File: src/hdl/dtv_pkg.sv
`default_nettype none

package dtv_pkg;

    localparam int unsigned YEAR_W   = 16;
    localparam int unsigned MONTH_W  = 4;
    localparam int unsigned DAY_W    = 5;
    localparam int unsigned HOUR_W   = 5;
    localparam int unsigned MINUTE_W = 6;
    localparam int unsigned SECOND_W = 6;
    localparam int unsigned STAMP_W  = YEAR_W + MONTH_W + DAY_W + HOUR_W + MINUTE_W + SECOND_W;
    localparam int unsigned CFG_IDX_W  = 3;
    localparam int unsigned CFG_DATA_W = STAMP_W;

    localparam logic [MONTH_W-1:0] MONTH_FEB = 4'd2;
    localparam logic [MONTH_W-1:0] MONTH_APR = 4'd4;
    localparam logic [MONTH_W-1:0] MONTH_JUN = 4'd6;
    localparam logic [MONTH_W-1:0] MONTH_SEP = 4'd9;
    localparam logic [MONTH_W-1:0] MONTH_NOV = 4'd11;
    localparam logic [MONTH_W-1:0] MONTH_MAX = 4'd12;

    localparam logic [DAY_W-1:0] DAYS_LEAP_FEB = 5'd29;
    localparam logic [DAY_W-1:0] DAYS_FEB      = 5'd28;
    localparam logic [DAY_W-1:0] DAYS_SHORT    = 5'd30;
    localparam logic [DAY_W-1:0] DAYS_LONG     = 5'd31;

    // multiplicative inverse of 25 mod 2^16 and the largest product of a multiple of 25
    localparam logic [YEAR_W-1:0] INV25 = 16'd23593;
    localparam logic [YEAR_W-1:0] LIM25 = 16'd2621;

    localparam logic [YEAR_W-1:0]   RST_MIN_YEAR   = 16'd1970;
    localparam logic [HOUR_W-1:0]   RST_MAX_HOUR   = 5'd23;
    localparam logic [MINUTE_W-1:0] RST_MAX_MINUTE = 6'd59;
    localparam logic [SECOND_W-1:0] RST_MAX_SECOND = 6'd59;

    typedef enum logic [2:0] {
        ST_OK     = 3'd0,
        ST_MONTH  = 3'd1,
        ST_YEAR   = 3'd2,
        ST_DAY    = 3'd3,
        ST_HOUR   = 3'd4,
        ST_MINUTE = 3'd5,
        ST_SECOND = 3'd6
    } status_t;

    typedef enum logic [1:0] {
        POS_WITHIN = 2'd0,
        POS_BEFORE = 2'd1,
        POS_AFTER  = 2'd2
    } pos_t;

    typedef enum logic [CFG_IDX_W-1:0] {
        REG_MIN_YEAR      = 3'd0,
        REG_MAX_HOUR      = 3'd1,
        REG_MAX_MINUTE    = 3'd2,
        REG_MAX_SECOND    = 3'd3,
        REG_WINDOW_START  = 3'd4,
        REG_WINDOW_END    = 3'd5,
        REG_START_ENABLED = 3'd6,
        REG_END_ENABLED   = 3'd7
    } cfg_index_t;

    // field order matches the packed window stamp layout
    typedef struct packed {
        logic [YEAR_W-1:0]   year;
        logic [MONTH_W-1:0]  month;
        logic [DAY_W-1:0]    day;
        logic [HOUR_W-1:0]   hour;
        logic [MINUTE_W-1:0] minute;
        logic [SECOND_W-1:0] second;
    } stamp_t;

    typedef struct packed {
        logic [YEAR_W-1:0]   min_year;
        logic [HOUR_W-1:0]   max_hour;
        logic [MINUTE_W-1:0] max_minute;
        logic [SECOND_W-1:0] max_second;
        logic [STAMP_W-1:0]  window_start;
        logic [STAMP_W-1:0]  window_end;
        logic                start_enabled;
        logic                end_enabled;
    } cfg_t;

endpackage

`default_nettype wire

File: src/hdl/dtv_check.sv
`default_nettype none

module dtv_check
    import dtv_pkg::*;
(
    input  wire stamp_t stamp,
    input  wire cfg_t   cfg,
    output status_t     status,
    output pos_t        position
);

    logic [YEAR_W-1:0] year_x_inv;
    logic              div4;
    logic              div25;
    logic              div400;
    logic              leap;
    logic [DAY_W-1:0]  month_days;
    logic [STAMP_W-1:0] stamp_bits;

    // year divisible by 25 iff year * inv(25) mod 2^16 stays at or below 65535/25
    assign year_x_inv = YEAR_W'(stamp.year * INV25);
    assign div25      = (year_x_inv <= LIM25);
    assign div4       = (stamp.year[1:0] == 2'd0);
    assign div400     = (stamp.year[3:0] == 4'd0) && div25;
    assign leap       = (div4 && !div25) || div400;

    always_comb begin
        case (stamp.month) inside
            MONTH_FEB: month_days = leap ? DAYS_LEAP_FEB : DAYS_FEB;
            MONTH_APR, MONTH_JUN, MONTH_SEP, MONTH_NOV: month_days = DAYS_SHORT;
            default: month_days = DAYS_LONG;
        endcase
    end

    always_comb begin
        if (stamp.month == '0 || stamp.month > MONTH_MAX) begin
            status = ST_MONTH;
        end else if (stamp.year < cfg.min_year) begin
            status = ST_YEAR;
        end else if (stamp.day == '0 || stamp.day > month_days) begin
            status = ST_DAY;
        end else if (stamp.hour > cfg.max_hour) begin
            status = ST_HOUR;
        end else if (stamp.minute > cfg.max_minute) begin
            status = ST_MINUTE;
        end else if (stamp.second > cfg.max_second) begin
            status = ST_SECOND;
        end else begin
            status = ST_OK;
        end
    end

    assign stamp_bits = stamp;

    always_comb begin
        if (cfg.start_enabled && stamp_bits < cfg.window_start) begin
            position = POS_BEFORE;
        end else if (cfg.end_enabled && stamp_bits > cfg.window_end) begin
            position = POS_AFTER;
        end else begin
            position = POS_WITHIN;
        end
    end

endmodule

`default_nettype wire

File: src/hdl/datetime_validate_window_check.sv
`default_nettype none

// Validates one calendar timestamp per item and places it against an optional
// inclusive start/end window. status reports the first failing check in the order
// month, year, day (Gregorian month length), hour, minute, second; window_position
// is computed from the raw field bits whatever the status. The block takes one
// item every cycle while the result side is not stalled: an input register
// feeds one pass of compare logic and a single year multiply into the result
// register, so an accepted item passes the input register and then the result
// register before its result is valid, and a stalled result does not stop the
// input side until both registers are full. Configuration writes take effect on
// the next cycle and are meant for while the block is idle.
module datetime_validate_window_check
    import dtv_pkg::*;
(
    input  wire logic                  aclk,
    input  wire logic                  aresetn,

    input  wire logic                  cfg_wr_en,
    input  wire logic [CFG_IDX_W-1:0]  cfg_index,
    input  wire logic [CFG_DATA_W-1:0] cfg_wr_data,

    input  wire logic                  s_valid,
    output logic                       s_ready,
    input  wire logic [YEAR_W-1:0]     s_year,
    input  wire logic [MONTH_W-1:0]    s_month,
    input  wire logic [DAY_W-1:0]      s_day,
    input  wire logic [HOUR_W-1:0]     s_hour,
    input  wire logic [MINUTE_W-1:0]   s_minute,
    input  wire logic [SECOND_W-1:0]   s_second,

    output logic                       m_valid,
    input  wire logic                  m_ready,
    output logic [2:0]                 m_status,
    output logic [1:0]                 m_window_position
);

    cfg_t    cfg_reg;
    cfg_t    cfg_next;

    logic    in_valid_reg;
    logic    in_valid_next;
    stamp_t  in_stamp_reg;
    logic    out_valid_reg;
    logic    out_valid_next;
    status_t out_status_reg;
    pos_t    out_pos_reg;

    status_t chk_status;
    pos_t    chk_position;
    logic    in_load;
    logic    out_load;

    // config registers
    always_comb begin
        cfg_next = cfg_reg;
        if (cfg_wr_en) begin
            unique case (cfg_index_t'(cfg_index))
                REG_MIN_YEAR:      cfg_next.min_year      = cfg_wr_data[YEAR_W-1:0];
                REG_MAX_HOUR:      cfg_next.max_hour      = cfg_wr_data[HOUR_W-1:0];
                REG_MAX_MINUTE:    cfg_next.max_minute    = cfg_wr_data[MINUTE_W-1:0];
                REG_MAX_SECOND:    cfg_next.max_second    = cfg_wr_data[SECOND_W-1:0];
                REG_WINDOW_START:  cfg_next.window_start  = cfg_wr_data[STAMP_W-1:0];
                REG_WINDOW_END:    cfg_next.window_end    = cfg_wr_data[STAMP_W-1:0];
                REG_START_ENABLED: cfg_next.start_enabled = cfg_wr_data[0];
                REG_END_ENABLED:   cfg_next.end_enabled   = cfg_wr_data[0];
            endcase
        end
    end

    always_ff @(posedge aclk) begin
        if (!aresetn) begin
            cfg_reg.min_year      <= RST_MIN_YEAR;
            cfg_reg.max_hour      <= RST_MAX_HOUR;
            cfg_reg.max_minute    <= RST_MAX_MINUTE;
            cfg_reg.max_second    <= RST_MAX_SECOND;
            cfg_reg.window_start  <= '0;
            cfg_reg.window_end    <= '0;
            cfg_reg.start_enabled <= 1'b0;
            cfg_reg.end_enabled   <= 1'b0;
        end else begin
            cfg_reg <= cfg_next;
        end
    end

    // two-register pipeline handshake
    assign out_load = in_valid_reg && (!out_valid_reg || m_ready);
    assign s_ready  = !in_valid_reg || out_load;
    assign in_load  = s_valid && s_ready;

    assign in_valid_next  = in_load ? 1'b1 : (out_load ? 1'b0 : in_valid_reg);
    assign out_valid_next = out_load ? 1'b1 : (m_ready ? 1'b0 : out_valid_reg);

    always_ff @(posedge aclk) begin
        if (!aresetn) begin
            in_valid_reg  <= 1'b0;
            out_valid_reg <= 1'b0;
        end else begin
            in_valid_reg  <= in_valid_next;
            out_valid_reg <= out_valid_next;
        end
    end

    always_ff @(posedge aclk) begin
        if (in_load) begin
            in_stamp_reg.year   <= s_year;
            in_stamp_reg.month  <= s_month;
            in_stamp_reg.day    <= s_day;
            in_stamp_reg.hour   <= s_hour;
            in_stamp_reg.minute <= s_minute;
            in_stamp_reg.second <= s_second;
        end
    end

    dtv_check u_check (
        .stamp    (in_stamp_reg),
        .cfg      (cfg_reg),
        .status   (chk_status),
        .position (chk_position)
    );

    always_ff @(posedge aclk) begin
        if (out_load) begin
            out_status_reg <= chk_status;
            out_pos_reg    <= chk_position;
        end
    end

    assign m_valid           = out_valid_reg;
    assign m_status          = out_status_reg;
    assign m_window_position = out_pos_reg;

    // item taken at the input sits in the input register next cycle
    a_in_captured: assert property (@(posedge aclk) disable iff (!aresetn)
        s_valid && s_ready |=> in_valid_reg)
        else $error("accepted item not held in input register");

    // an item moved out of the input register shows as a result next cycle
    a_out_loaded: assert property (@(posedge aclk) disable iff (!aresetn)
        in_valid_reg && (!m_valid || m_ready) |=> m_valid)
        else $error("result register did not take the item");

    // no item leaves the input register while the result side is blocked
    a_no_drop: assert property (@(posedge aclk) disable iff (!aresetn)
        in_valid_reg && m_valid && !m_ready |=> in_valid_reg && $stable(in_stamp_reg))
        else $error("input register lost an item during a stall");

    // results never exist straight after reset
    a_reset_empty: assert property (@(posedge aclk)
        !aresetn |=> !m_valid && !in_valid_reg)
        else $error("pipeline not empty after reset");

endmodule

`default_nettype wire
File: config.mk
export PLATFORM = sky130hd
export DESIGN_NAME = datetime_validate_window_check
export DESIGN_NICKNAME = d
export VERILOG_FILES = /design/src/hdl/dtv_pkg.sv /design/src/hdl/dtv_check.sv /design/src/hdl/datetime_validate_window_check.sv
export SDC_FILE = /design/constraint.sdc
export NUM_CORES = 1
export LEC_CHECK = 0
export ABC_AREA = 0
export BUFFER_PORTS_ARGS = -buffer_cell sky130_fd_sc_hd__buf_2
export CORE_MARGIN = 5
export CORE_UTILIZATION = 25
export DETAILED_ROUTE_END_ITERATION = 8
export GPL_ROUTABILITY_DRIVEN = 0
export GPL_TIMING_DRIVEN = 0
export MAX_ROUTING_LAYER = met4
export PLACE_DENSITY_LB_ADDON = 0.08
export SYNTH_ARGS = -nofsm -noshare
export SYNTH_HDL_FRONTEND = slang
export SYNTH_SLANG_ARGS = --single-unit
File: constraint.sdc
create_clock -name aclk -period 5.71 [get_ports aclk]
set_clock_uncertainty 0.05 [all_clocks]
set_input_delay 1.142 -clock aclk [delete_from_list [all_inputs] [get_ports aclk]]
set_output_delay 1.142 -clock aclk [all_outputs]
set_load 0.02 [all_outputs]
Yosys cells after proc, flatten, opt, wreduce, memory -nomap -nowiden
Index checks and enable logic that the tools add are counted.

storage, ports and cells
  flip-flop bits (word level) = 168
  latch bits = 0
  RAM bits = 0
  memory bits (read-only) = 0
  input bits = 92
  logic and storage cells = 85
  memories kept = 0

cells by class
  add/subtract/negate cells = 0
  multipliers = 1
  divide/modulo/power cells = 0
  $lt $le $gt $ge = 9
  eq/ne operators = 12
  shifts and indexed selects = 0
  multiplexer cells = 13
  bitwise operators = 0
  reduce and logical (&&, ||, !) cells = 31

operator list
  cell                      number
  $gt A42 B42 Y1            1
  $lt A42 B42 Y1            1
  $le A16 B12 Y1 const B    1
  $lt A16 B16 Y1            1
  $mul A16 B15 Y16 const B  1
  $reduce_and A2 Y1         8
  $eq A3 B3 Y1 const B      4
  $gt A6 B6 Y1              2
  $gt A5 B5 Y1              2
  $mux W3                   3
  $eq A4 B3 Y1 const B      2
  $eq A4 B4 Y1 const B      2
  $logic_not A4 Y1          2
  $eq A3 B2 Y1 const B      2
  $logic_and A1 B1 Y1       6
  $mux W1                   6
  $mux W2                   3
  $logic_not A5 Y1          1
  $logic_or A1 B1 Y1        5
  $mux W5                   1
  $eq A4 B2 Y1 const B      1
  $gt A4 B4 Y1 const B      1
  $reduce_bool A2 Y1        2
  $reduce_or A4 Y1          1
  5 further kinds           7

Longest topological paths before layout
Gate-level depths: netlist of the first run.

  depth in word-level cells = 11
  gate-level depth with buffers = 25
  depth with buffers taken out = 25

Modules after synthesis
Synthesis of the first run repeated with hierarchy kept, for this count alone.

unflattened totals
  cell total of the unflattened synthesis = 1,110
  area, all modules = 10,807.9 um^2

by module, submodules not included
  module                          times used  cells each  area each (um^2)  sequential area each (um^2)
  datetime_validate_window_check  1           511         6,079.6           3,833.7
  dtv_check                       1           599         4,728.3           0.0

Worst setup path after synthesis of the first run
No wires, ideal clock.

  path type = register to register
  start = register in_stamp_reg[26] (netlist bit)
  end = register out_status_reg[0], in the netlist m_status[0] (data pin)
  library setup time = 0.255 ns
  arrival = 4.942 ns
  setup slack = 0.463 ns
  stages on the path, launching flop included = 22
  path buffers = 0
  clock period less this slack = 5.247 ns
  cell sequence = edfxtp_1 > ha_1 > ha_1 > inv_1 > fa_1 > fa_1 > inv_1 > fa_1 > ha_1 > xnor2_1 > xnor2_1 > xnor2_1 > xnor2_1 > or4_1 > a31oi_1 > a31oi_1 > ha_1 > a21oi_1 > nand4_1 > o21ai_0 > a21o_1 > a31o_1

between the ends
  cells in the longest elaborated chain, start to end = 11
  elaborated cells between the ends (all ways) = 15
  classes of those cells = mul (1); order compare (3); mux (4); reduce/logical (7)

RTL lines
  what                  RTL line                               source
  start, declared       datetime_validate_window_check.sv:43   stamp_t in_stamp_reg;
  $mul A16 B15 Y16      dtv_check.sv:21                        assign year_x_inv = YEAR_W'(stamp.year * INV25);
  $le A16 B12 Y1        dtv_check.sv:22                        assign div25 = (year_x_inv <= LIM25);
  $logic_not A1 Y1      dtv_check.sv:25                        assign leap = (div4 && !div25) || div400;
  $logic_and A1 B1 Y1   dtv_check.sv:25
  $logic_or A1 B1 Y1    dtv_check.sv:25
  $mux W1               dtv_check.sv:29                        MONTH_FEB: month_days = leap ? DAYS_LEAP_FEB : DAYS_FEB;
  $mux W5               dtv_check.sv:28                        case (stamp.month) inside
  $gt A5 B5 Y1          dtv_check.sv:40                        end else if (stamp.day == '0 || stamp.day > month_days) begin
  $logic_or A1 B1 Y1    dtv_check.sv:40
  $mux W2               dtv_check.sv:40
  $mux W2 (*)           dtv_check.sv:38                        end else if (stamp.year < cfg.min_year) begin
  end signal, assigned  datetime_validate_window_check.sv:124  out_status_reg <= chk_status;
  end, declared         datetime_validate_window_check.sv:46   status_t out_status_reg;

Every way passes the cells marked *; elsewhere a longest branch is shown, timed or not.
A chain may end at the register's enable or synchronous reset.

Worst setup path after layout of the first run
  start = register in_stamp_reg[35] (netlist bit)
  end = register out_status_reg[0], in the netlist m_status[0] (data pin)

Same word-level chain as after synthesis.

==> metrics, run 1 <==
CTS H-tree depth 4; die width 216 µm; initial antenna violation count 0; Die Y 216 µm; asr flop ratio synth 0%; number of global-route vias before repair 8544; Worst Max-Slew Pin Slew 1.11 ns; fin cells 1855; I/O pin count 99; placed cell count 1798; CP startpoint kind register; unrepaired setup endpoints after global routing no; total congestion overflow 0; Top FF cell, synth dfxtp_1; Num CTS Buffers 17; Yosys top cell area share 22.9%; Power Density 280 mW/mm²; design area 0.0128 mm²; Fillers 4436; r2r setup slk 0.20 ns; register bit total from synthesis 168; CP required 5.91 ns; core area 0.0419 mm²; Setup Crit Path Kind register to register; Layout Utilization 30.5%; DIE AREA 0.0465 mm²; share of layout cells above drive strength 1 14.3%; VDD IR max 201 µV; crit-path leading delay family adder cells; vias per inst 4.41; Routed WL per cell 18.3 µm; Final Max Slew Viols 0; post-synth net total 1452; CTS root buf clkbuf_16; crit path cell chain ha_4, fa_1, ha_1, inv_2, fa_1, inv_1, fa_1, ha_4, xnor2_2, xnor2_1, xnor2_1, xnor2_2, or4_4, a31oi_4, a31oi_4, ha_4, a21oi_2, nand4_1, o21ai_2, a21o_1, a31o_1; clock-pin slew on the worst setup and hold paths 0.08 ns; DRT antenna net count 0; top post-synthesis cells by area dfxtp_1 (23%), ha_1 (21%), edfxtp_1 (13%), nand2_1 (8.4%), a21boi_0 (6.6%); footprint of the multi-input gates 0.00620 mm²; slowest stage delay, CP 0.52 ns; # clock sinks 168; Clock Latency Late Sink 0.48 ns; final setup fails 0; EDFF count, synth 47; DP Wirelength 26500 µm; outcome complete, no violations; placed instance area 0.0118 mm²; Final #Nets 1592; Yosys cell types 51; P_leak 5.21 nW; GRT Overall Usage 15.4%; CP arrival 5.70 ns; worst relative slew slack 25.2%; register area 0.00383 mm²; largest area contributor in the netlist dfxtp_1; TritonCTS clock tree built; most common cell in the netlist nand2_1; # rows 75; Fin. Hold Viols 0; Syn Inst Count 1162; Worst Hold Class register to register; largest net degree at the start of global routing 26; vias 8185; Remaining DRCs 0; Initial Utilization 25.2%; CTS Hold Bufs 0; synth cell count leaders nand2_1 (237), ha_1 (180), inv_1 (163); max-cap viol count 0; Max Fanout on Critical Path 4; first-pass detailed-route iteration total 5; mean area per synthesized cell 9.10 µm²; Max Fclk 0.182 GHz; final WL 33900 µm; Tot Pwr 3.58 mW; Area Overhead vs Synth 20.9%; 1st-iter DRT viols 292; register area share after synthesis 36.2%; Period minus WS final 5.51 ns; Clock Tree Buf Depth 2; fin crit share 96.5%; Port Buffers 96; max reg flops 119; Post-Syn Area 0.0106 mm²; CP endpoint kind register; Worst Path Buf+Inv 2; first-pass GRT wire length 51500 µm; Worst path slowest cell fa_1; Yosys warnings 0
[worst paths after layout]
check                                           startpoint                   endpoint  depth (start not counted)
worst max register to register  in_stamp_reg[35]$_DFFE_PP_  m_status[0]$_SDFFCE_PP1P_                         21
worst min-delay path             cfg_reg[118]$_SDFFE_PN0P_  cfg_reg[118]$_SDFFE_PN0P_                          2
worst min register to register   cfg_reg[118]$_SDFFE_PN0P_  cfg_reg[118]$_SDFFE_PN0P_                          2
worst max-delay path            in_stamp_reg[35]$_DFFE_PP_  m_status[0]$_SDFFCE_PP1P_                         21
[layer usage]
layer  track usage, %  vias to the layer above  share of wire (%)
met4             5.06                        0                2.1
met5                -                        -                  0
met1             18.9                     3820                 46
met2             25.4                      109                 48
li1                 -                     4220                  -
met3             3.36                       36                3.2
[area by class of cell]
| class | count | share of cell area [%] |
|---|---|---|
| Antenna cell | 1 | 0.0196 |
| Buffer | 36 | 1.06 |
| Clock buffer | 18 | 3.36 |
| Clock inverter | 14 | 1.61 |
| Inverter | 163 | 4.79 |
| Multi-Input combinational cell | 795 | 48.5 |
| Sequential cell | 168 | 30.0 |
| Tap cell | 539 | 5.27 |
| Timing Repair Buffer | 121 | 5.38 |
[power breakdown]
part / total [mW] / internal [mW] / switching [mW]
clock network: 1.31 / 0.743 / 0.569
logic: 0.962 / 0.453 / 0.508
registers: 1.31 / 1.27 / 0.0390
[kinds of logic after synthesis]
kind of cell / count (synthesis) / synth area share (%)
adder cells (fa/ha/maj): 198 / 24.7
flip-flops: 168 / 36.2
multiplexers: 14 / 1.32
buffers and inverters: 199 / 7.06
AO/OA/AOI/OAI: 223 / 14.9
AND/OR/NAND/NOR: 343 / 14.3
XOR/XNOR: 17 / 1.41
[cells in the final DEF, fill, tap and decap left out, types with 7 or more instances in the layout]
cell type    n
nor2b_1     20
ha_4        10
nand3_1     15
o21ai_0     21
clkbuf_1    37
dfxtp_1    121
a21boi_0    93
nand2_1    237
nor3_1      12
nand4_1     20
inv_1      156
nand2b_1     8
buf_4       22
clkbuf_16   17
xnor2_1     10
ha_1       169
inv_2        7
nor2_1      11
fa_1        15
mux2i_1     14
o21a_1      16
buf_2       96
a21oi_1     30
edfxtp_1    47
o211ai_1    15
a21o_1      14
[worst register-to-register path, cell delays in order, from the launching register on]
cell,delay (ns)
edfxtp_1,0.49
ha_4,0.32
fa_1,0.40
ha_1,0.30
inv_2,0.04
fa_1,0.52
inv_1,0.05
fa_1,0.48
ha_4,0.19
xnor2_2,0.13
xnor2_1,0.20
xnor2_1,0.19
xnor2_2,0.13
or4_4,0.50
a31oi_4,0.20
a31oi_4,0.17
ha_4,0.31
a21oi_2,0.04
nand4_1,0.10
o21ai_2,0.10
a21o_1,0.17
a31o_1,0.20
[metrics by stage]
step                hold slack (ns)  worst slack, ns  setup TNS, ns
floorplan                     0.385            0.463              0
global placement              0.402           -0.644          -1.74
detailed placement            0.401           -0.617          -1.67
CTS                           0.413          0.00241              0
global route                  0.434          0.00119              0
finish                        0.409            0.202              0
[what timing repair did]
action | CTS | global route
pin swaps | 4 | 25
gates resized for setup | 9 | 30
endpoints found under the setup margin | 3 | 3
buffers inserted | 10 | 14
(Power assumes the default switching activity.)
==> run 2, diff against run 1 <==
--- a/config.mk
+++ b/config.mk
@@ -8,7 +8,7 @@
 export ABC_AREA = 0
 export BUFFER_PORTS_ARGS = -buffer_cell sky130_fd_sc_hd__buf_2
 export CORE_MARGIN = 5
-export CORE_UTILIZATION = 25
+export CORE_UTILIZATION = 55
 export DETAILED_ROUTE_END_ITERATION = 8
 export GPL_ROUTABILITY_DRIVEN = 0
 export GPL_TIMING_DRIVEN = 0
==> run 2 against run 1 <==
  * Final area down 4.2%
  * Worst setup slack lost 0.034 ns
  * Total power is 6.9% lower
  * Critical path type unchanged
  * Non-clock buffer count down 3
  * Sequential power about the same
  * Clock-buffer cell count up 1
==> metrics, run 2 (same netlist as run 1, synthesis figures left out) <==
DP Wirelength 20900 µm (-21%); initial antenna violation count 0 (unchanged); first-pass detailed-route iteration total 5 (unchanged); Max Fanout on Critical Path 3 (-1); ANT cells 0 (-1); Remaining DRCs 0 (unchanged); Final #Nets 1589 (-0.19%); Port Buffers 96 (unchanged); outcome complete, no violations; Initial Utilization 56.2% (+31 points); largest net degree at the start of global routing 31 (+19%); Area Overhead vs Synth 15.7%; VDD IR max 200 µV (-0.65%); Routed WL per cell 17.4 µm (-4.7%); # clock sinks 168 (unchanged); Die Y 149 µm (-31%); Hold Path Origin cfg_reg[28]$_SDFFE_PN0P_; final setup fails 0 (unchanged); GRT Overall Usage 25.9% (+10 points); Period minus WS final 5.54 ns (+0.0339 ns); FF-to-FF End m_status[0]$_SDFFCE_PP1P_; vias per inst 5.40 (+22%); r2r setup slk 0.17 ns (-0.03 ns); 1st-iter DRT viols 611 (+110%); final WL 27400 µm (-19%); Clock Latency Late Sink 0.44 ns (-0.04 ns); vias 8491 (+3.7%); core area 0.0188 mm² (-55%); most frequent cells in the layout nand2_1 (237), ha_1 (176), inv_1 (159); CP required 5.85 ns (-0.06 ns); commonest non-fill, non-tap cell in the layout nand2_1; Power Density 272 mW/mm² (-2.7%); r2r worst-path depth 21 (unchanged); RR Startpoint in_stamp_reg[37]$_DFFE_PP_; DIE AREA 0.0221 mm² (-52%); Hold Crit Endpoint cfg_reg[28]$_SDFFE_PN0P_; CP startpoint kind register; total congestion overflow 0 (unchanged); placed cell count 1519 (-16%); DRT antenna net count 0 (unchanged); I/O pin count 99 (unchanged); TritonCTS clock tree built; placed instance area 0.0114 mm² (-3.0%); Num CTS Buffers 17 (unchanged); clock-pin slew on the worst setup and hold paths 0.07 ns (about the same); Final Max Slew Viols 0 (unchanged); max-cap viol count 0 (unchanged); number of global-route vias before repair 8212 (-3.9%); Layout Utilization 65.0% (+35 points); CTS root buf clkbuf_16; first-pass GRT wire length 43200 µm (-16%); P_leak 5.16 nW (-0.95%); CP endpoint kind register; CTS Hold Bufs 0 (unchanged); max reg flops 119 (unchanged); hold path depth 2 (unchanged); die width 149 µm (-31%); Worst Max-Slew Pin Slew 1.18 ns (+0.0710 ns); design area 0.0122 mm² (-4.2%); worst relative slew slack 20.5% (-4.8 points); Max Fclk 0.180 GHz (-0.61%); CTS H-tree depth 4 (unchanged); CP arrival 5.68 ns (-0.02 ns); Setup Crit Path Kind register to register; Clock Tree Buf Depth 2 (unchanged); fin cells 1572 (-15%); Tot Pwr 3.34 mW (-6.9%); Worst Hold Class register to register; # rows 50 (-33%); share of layout cells above drive strength 1 13.1% (-1.2 points); Fin. Hold Viols 0 (unchanged); fin crit share 97.1% (+0.59 points)
-- run 2: report_power, final --
group / internal (mW) / switching, mW / leakage, nW
combinational: 0.409 / 0.463 / 3.44
clock: 0.639 / 0.519 / 0.280
sequential: 1.27 / 0.0383 / 1.44
-- run 2: area by class of cell --
type,count,area (µm²)
tap,260,325
clock buffer,19,454
clock inverter,13,133
sequential,168,3830
multi-input combinational,795,6090
inverter,163,612
timing repair buffer,118,662
fill,1644,6590
buffer,36,135
-- run 2: worst max-delay path by stage --
| stage | slack (ns) | start | to | cells after the start |
|---|---|---|---|---|
| after floorplan | 0.46 | in_stamp_reg[26]$_DFFE_PP_ | m_status[0]$_SDFFCE_PP1P_ | 21 |
| after global placement | -0.11 | in_stamp_reg[26]$_DFFE_PP_ | m_status[2]$_SDFFCE_PP0P_ | 21 |
| after detailed placement | -0.18 | in_stamp_reg[26]$_DFFE_PP_ | m_status[2]$_SDFFCE_PP0P_ | 21 |
| after CTS | 0.03 | in_stamp_reg[28]$_DFFE_PP_ | m_status[2]$_SDFFCE_PP0P_ | 21 |
| after global routing | -0.02 | in_stamp_reg[35]$_DFFE_PP_ | m_status[2]$_SDFFCE_PP0P_ | 23 |
| final | 0.17 | in_stamp_reg[37]$_DFFE_PP_ | m_status[0]$_SDFFCE_PP1P_ | 21 |
-- run 2: worst max-delay path, stage by stage, from the launching register on --
cell and delay [ns]:
edfxtp_1 0.47, ha_1 0.34, fa_1 0.43, ha_1 0.29
inv_1 0.05, fa_1 0.53, inv_1 0.05, fa_1 0.48
ha_4 0.19, xnor2_2 0.13, xnor2_1 0.15, xnor2_1 0.19
xnor2_1 0.13, or4_1 0.51, a31oi_2 0.24, a31oi_4 0.14
ha_4 0.29, a21oi_2 0.07, nand4_1 0.09, o21ai_2 0.09
a21o_1 0.16, a31o_1 0.21
-- run 2: repair_timing --
item                                    4_1_cts  5_1_grt
gates cloned                                  0        0
endpoints found under the setup margin        3        3
pin swaps                                     0       20
gates resized for setup                       1       21
hold endpoints to repair                      0        0
setup buffers                                 8       13
-- run 2: routing by layer --
layer / share of wire, % / track usage, % / up-vias
met1: 48 / 36.5 / 4007
met2: 45 / 39.2 / 236
met3: 5.6 / 4.33 / 38
met5: 0 / - / -
li1: - / - / 4210
met4: 1.8 / 6.47 / 0
-- run 2: through the flow --
| stage | setup TNS (ns) | setup WS [ns] | hold slack [ns] |
|---|---|---|---|
| 2_1_floorplan | 0 | 0.463 | 0.385 |
| 4_1_cts | 0 | 0.0324 | 0.416 |
| 3_3_place_gp | -0.228 | -0.107 | 0.393 |
| 6_report | 0 | 0.168 | 0.414 |
| 3_5_place_dp | -0.424 | -0.178 | 0.407 |
| 5_1_grt | -0.0260 | -0.0156 | 0.435 |
==> run 3, diff against run 2 <==
--- a/config.mk
+++ b/config.mk
@@ -13,7 +13,8 @@
 export GPL_ROUTABILITY_DRIVEN = 0
 export GPL_TIMING_DRIVEN = 0
 export MAX_ROUTING_LAYER = met4
-export PLACE_DENSITY_LB_ADDON = 0.08
+export PLACE_DENSITY = 0.75
+export REMOVE_ABC_BUFFERS = 1
 export SYNTH_ARGS = -nofsm -noshare
 export SYNTH_HDL_FRONTEND = slang
 export SYNTH_SLANG_ARGS = --single-unit
==> run 3 against run 2 <==
  * Cell count shrank 2.2%
  * Global-route usage fell by 2.1 points
  * Worst setup slack improved by 0.0030 ns
  * Total power down 0.77%
  * Combinational power up 3.1%
  * Critical path depth increased by 2
  * Sequential share of layout area grew 0.23 points
  * Wire length shrank 9.6%
  * Non-clock buffer count fell by 35
  * Sequential power about the same
  * Clock-buffer cell count up 5
  * Critical path type unchanged
  * Critical endpoint unchanged
==> metrics, run 3 (same netlist as run 1, synthesis figures left out) <==
outcome complete, no violations; TritonCTS clock tree built; most frequent cells in the layout nand2_1 (237), ha_1 (178), inv_1 (163); final setup fails 0 (unchanged); Clock Tree Buf Depth 2 (unchanged); setup TNS 0 ns (unchanged); Final Max Slew Viols 0 (unchanged); commonest non-fill, non-tap cell in the layout nand2_1; Crit path depth 23 (+9.5%); fin crit share 97.0% (about the same); cell mode on critical path inv_1; Layout Utilization 64.5% (-0.48 points); Die Y 149 µm (unchanged); initial antenna violation count 1 (+1); CTS Hold Bufs 0 (unchanged); Hold Path Origin cfg_reg[118]$_SDFFE_PN0P_; Routed WL per cell 16.1 µm (-7.6%); die width 149 µm (unchanged); Setup Crit Path Kind register to register; Period minus WS final 5.54 ns (-0.00297 ns); number of global-route vias before repair 8400 (+2.3%); # clock sinks 168 (unchanged); slowest stage delay, CP 0.51 ns (-0.02 ns); Final #Nets 1554 (-2.2%); # rows 50 (unchanged); Initial Utilization 56.2% (unchanged); design area 0.0122 mm² (-0.74%); crit path cell chain ha_1, inv_1, fa_1, inv_1, ha_1, inv_1, fa_1, inv_1, fa_1, ha_2, xnor2_1, xnor2_1, xnor2_1, xnor2_2, or4_4, a31oi_4, a31oi_4, ha_4, a21oi_1, nand4_1, o21ai_2, a21o_1, a31o_1; Critical Path Start in_stamp_reg[36]$_DFFE_PP_; crit-path leading delay family adder cells; Worst Hold Class register to register; core area 0.0188 mm² (unchanged); P_leak 5.15 nW (-0.10%); r2r worst-path depth 23 (+9.5%); GRT Overall Usage 23.8% (-2.1 points); largest net degree at the start of global routing 78 (+150%); Fillers 1558 (-5.2%); hold path depth 2 (unchanged); RR Startpoint in_stamp_reg[36]$_DFFE_PP_; Worst Max-Slew Pin Slew 0.876 ns (-0.309 ns); CTS root buf clkbuf_16; vias 8225 (-3.1%); CP arrival 5.68 ns (about the same); Port Buffers 98 (+2.1%); total congestion overflow 0 (unchanged); VDD IR max 235 µV (+18%); I/O pin count 99 (unchanged); Max Fanout on Critical Path 5 (+2); placed instance area 0.0114 mm² (+0.25%); Area Overhead vs Synth 14.9%; Power Density 272 mW/mm² (about the same); max reg flops 119 (unchanged); CTS H-tree depth 4 (unchanged); CP required 5.85 ns (about the same); Worst Path Buf+Inv 4 (+2); Max Fclk 0.181 GHz (about the same); max-cap viol count 0 (unchanged); DP Wirelength 18500 µm (-11%); Worst path slowest cell fa_1; first-pass GRT wire length 40800 µm (-5.6%); DRT antenna net count 0 (unchanged); final WL 24800 µm (-9.6%); Remaining DRCs 0 (unchanged); Fin. Hold Viols 0 (unchanged); vias per inst 5.35 (-0.99%); 1st-iter DRT viols 361 (-41%); Tot Pwr 3.31 mW (-0.77%); share of layout cells above drive strength 1 12.8% (-0.27 points); DIE AREA 0.0221 mm² (unchanged); CP startpoint kind register; Num CTS Buffers 17 (unchanged); clock-pin slew on the worst setup and hold paths 0.07 ns (about the same); r2r setup slk 0.17 ns (about the same); Clock Latency Late Sink 0.44 ns (about the same); worst relative slew slack 41.3% (+21 points); first-pass detailed-route iteration total 5 (unchanged); CP endpoint kind register
run 3: cell types whose count changed in the layout (fill, tap and decap cells not counted), moves of 3 or more:
cell	change
clkbuf_1	-32
buf_4	-6
clkinv_2	+4
inv_1	+4
inv_2	-4
inv_6	-3
run 3: layer usage:
metal | global-route usage [%] | vias to the layer above | part of all wire (%)
met1 | 30.7 | 3881 | 47
met5 | - | - | 0
li1 | - | 4140 | -
met4 | 7.21 | 0 | 1.9
met3 | 3.84 | 36 | 4.0
met2 | 38.6 | 168 | 47
run 3: where the power goes:
part	internal (mW)	switching, mW	total, mW	leakage [nW]
sequential	1.27	0.0378	1.31	1.44
combinational	0.424	0.474	0.899	3.44
clock	0.635	0.469	1.10	0.273
run 3: worst reg2reg max path: cells and delay by family, from the launching register on:
family / cells / cell delay [ns]
AND/OR/NAND/NOR: 2 / 0.54
flip-flops: 1 / 0.50
XOR/XNOR: 4 / 0.64
AO/OA/AOI/OAI: 6 / 0.83
buffers and inverters: 4 / 0.23
adder cells (fa/ha/maj): 7 / 2.52
run 3: metrics by stage:
stage                     setup WS, ns  instances  hold slack (ns)
final                            0.171       1538            0.404
after global routing           -0.0215       1538            0.433
after CTS                       0.0287       1529            0.405
after detailed placement        -0.239       1492            0.396
after global placement          -0.140       1484            0.397
after floorplan                  0.463       1126            0.385
run 3: path summary, 6_finish.rpt:
check,to
worst min register to register,cfg_reg[118]$_SDFFE_PN0P_
worst max-delay path,m_status[0]$_SDFFCE_PP1P_
worst min-delay path,cfg_reg[118]$_SDFFE_PN0P_
worst max register to register,m_status[0]$_SDFFCE_PP1P_
run 3: timing repair:
| item | 4_1_cts | 5_1_grt |
|---|---|---|
| endpoints found under the hold margin | 0 | 0 |
| pin swaps | 1 | 14 |
| cloned | 0 | 0 |
| resized for setup | 1 | 11 |
| buffers inserted | 5 | 8 |
| endpoints found under the setup margin | 3 | 3 |
run 3: area by class of cell:
class                           count  area (µm²)  area share (%)
Timing Repair Buffer              119         739            6.09
Inverter                          163         612            5.03
Clock inverter                      8        71.3           0.587
Tap cell                          260         325            2.68
Sequential cell                   168        3830            31.5
Clock buffer                       24         483            3.97
Multi-Input combinational cell    795        6080            50.1
Antenna cell                        1        2.50          0.0206
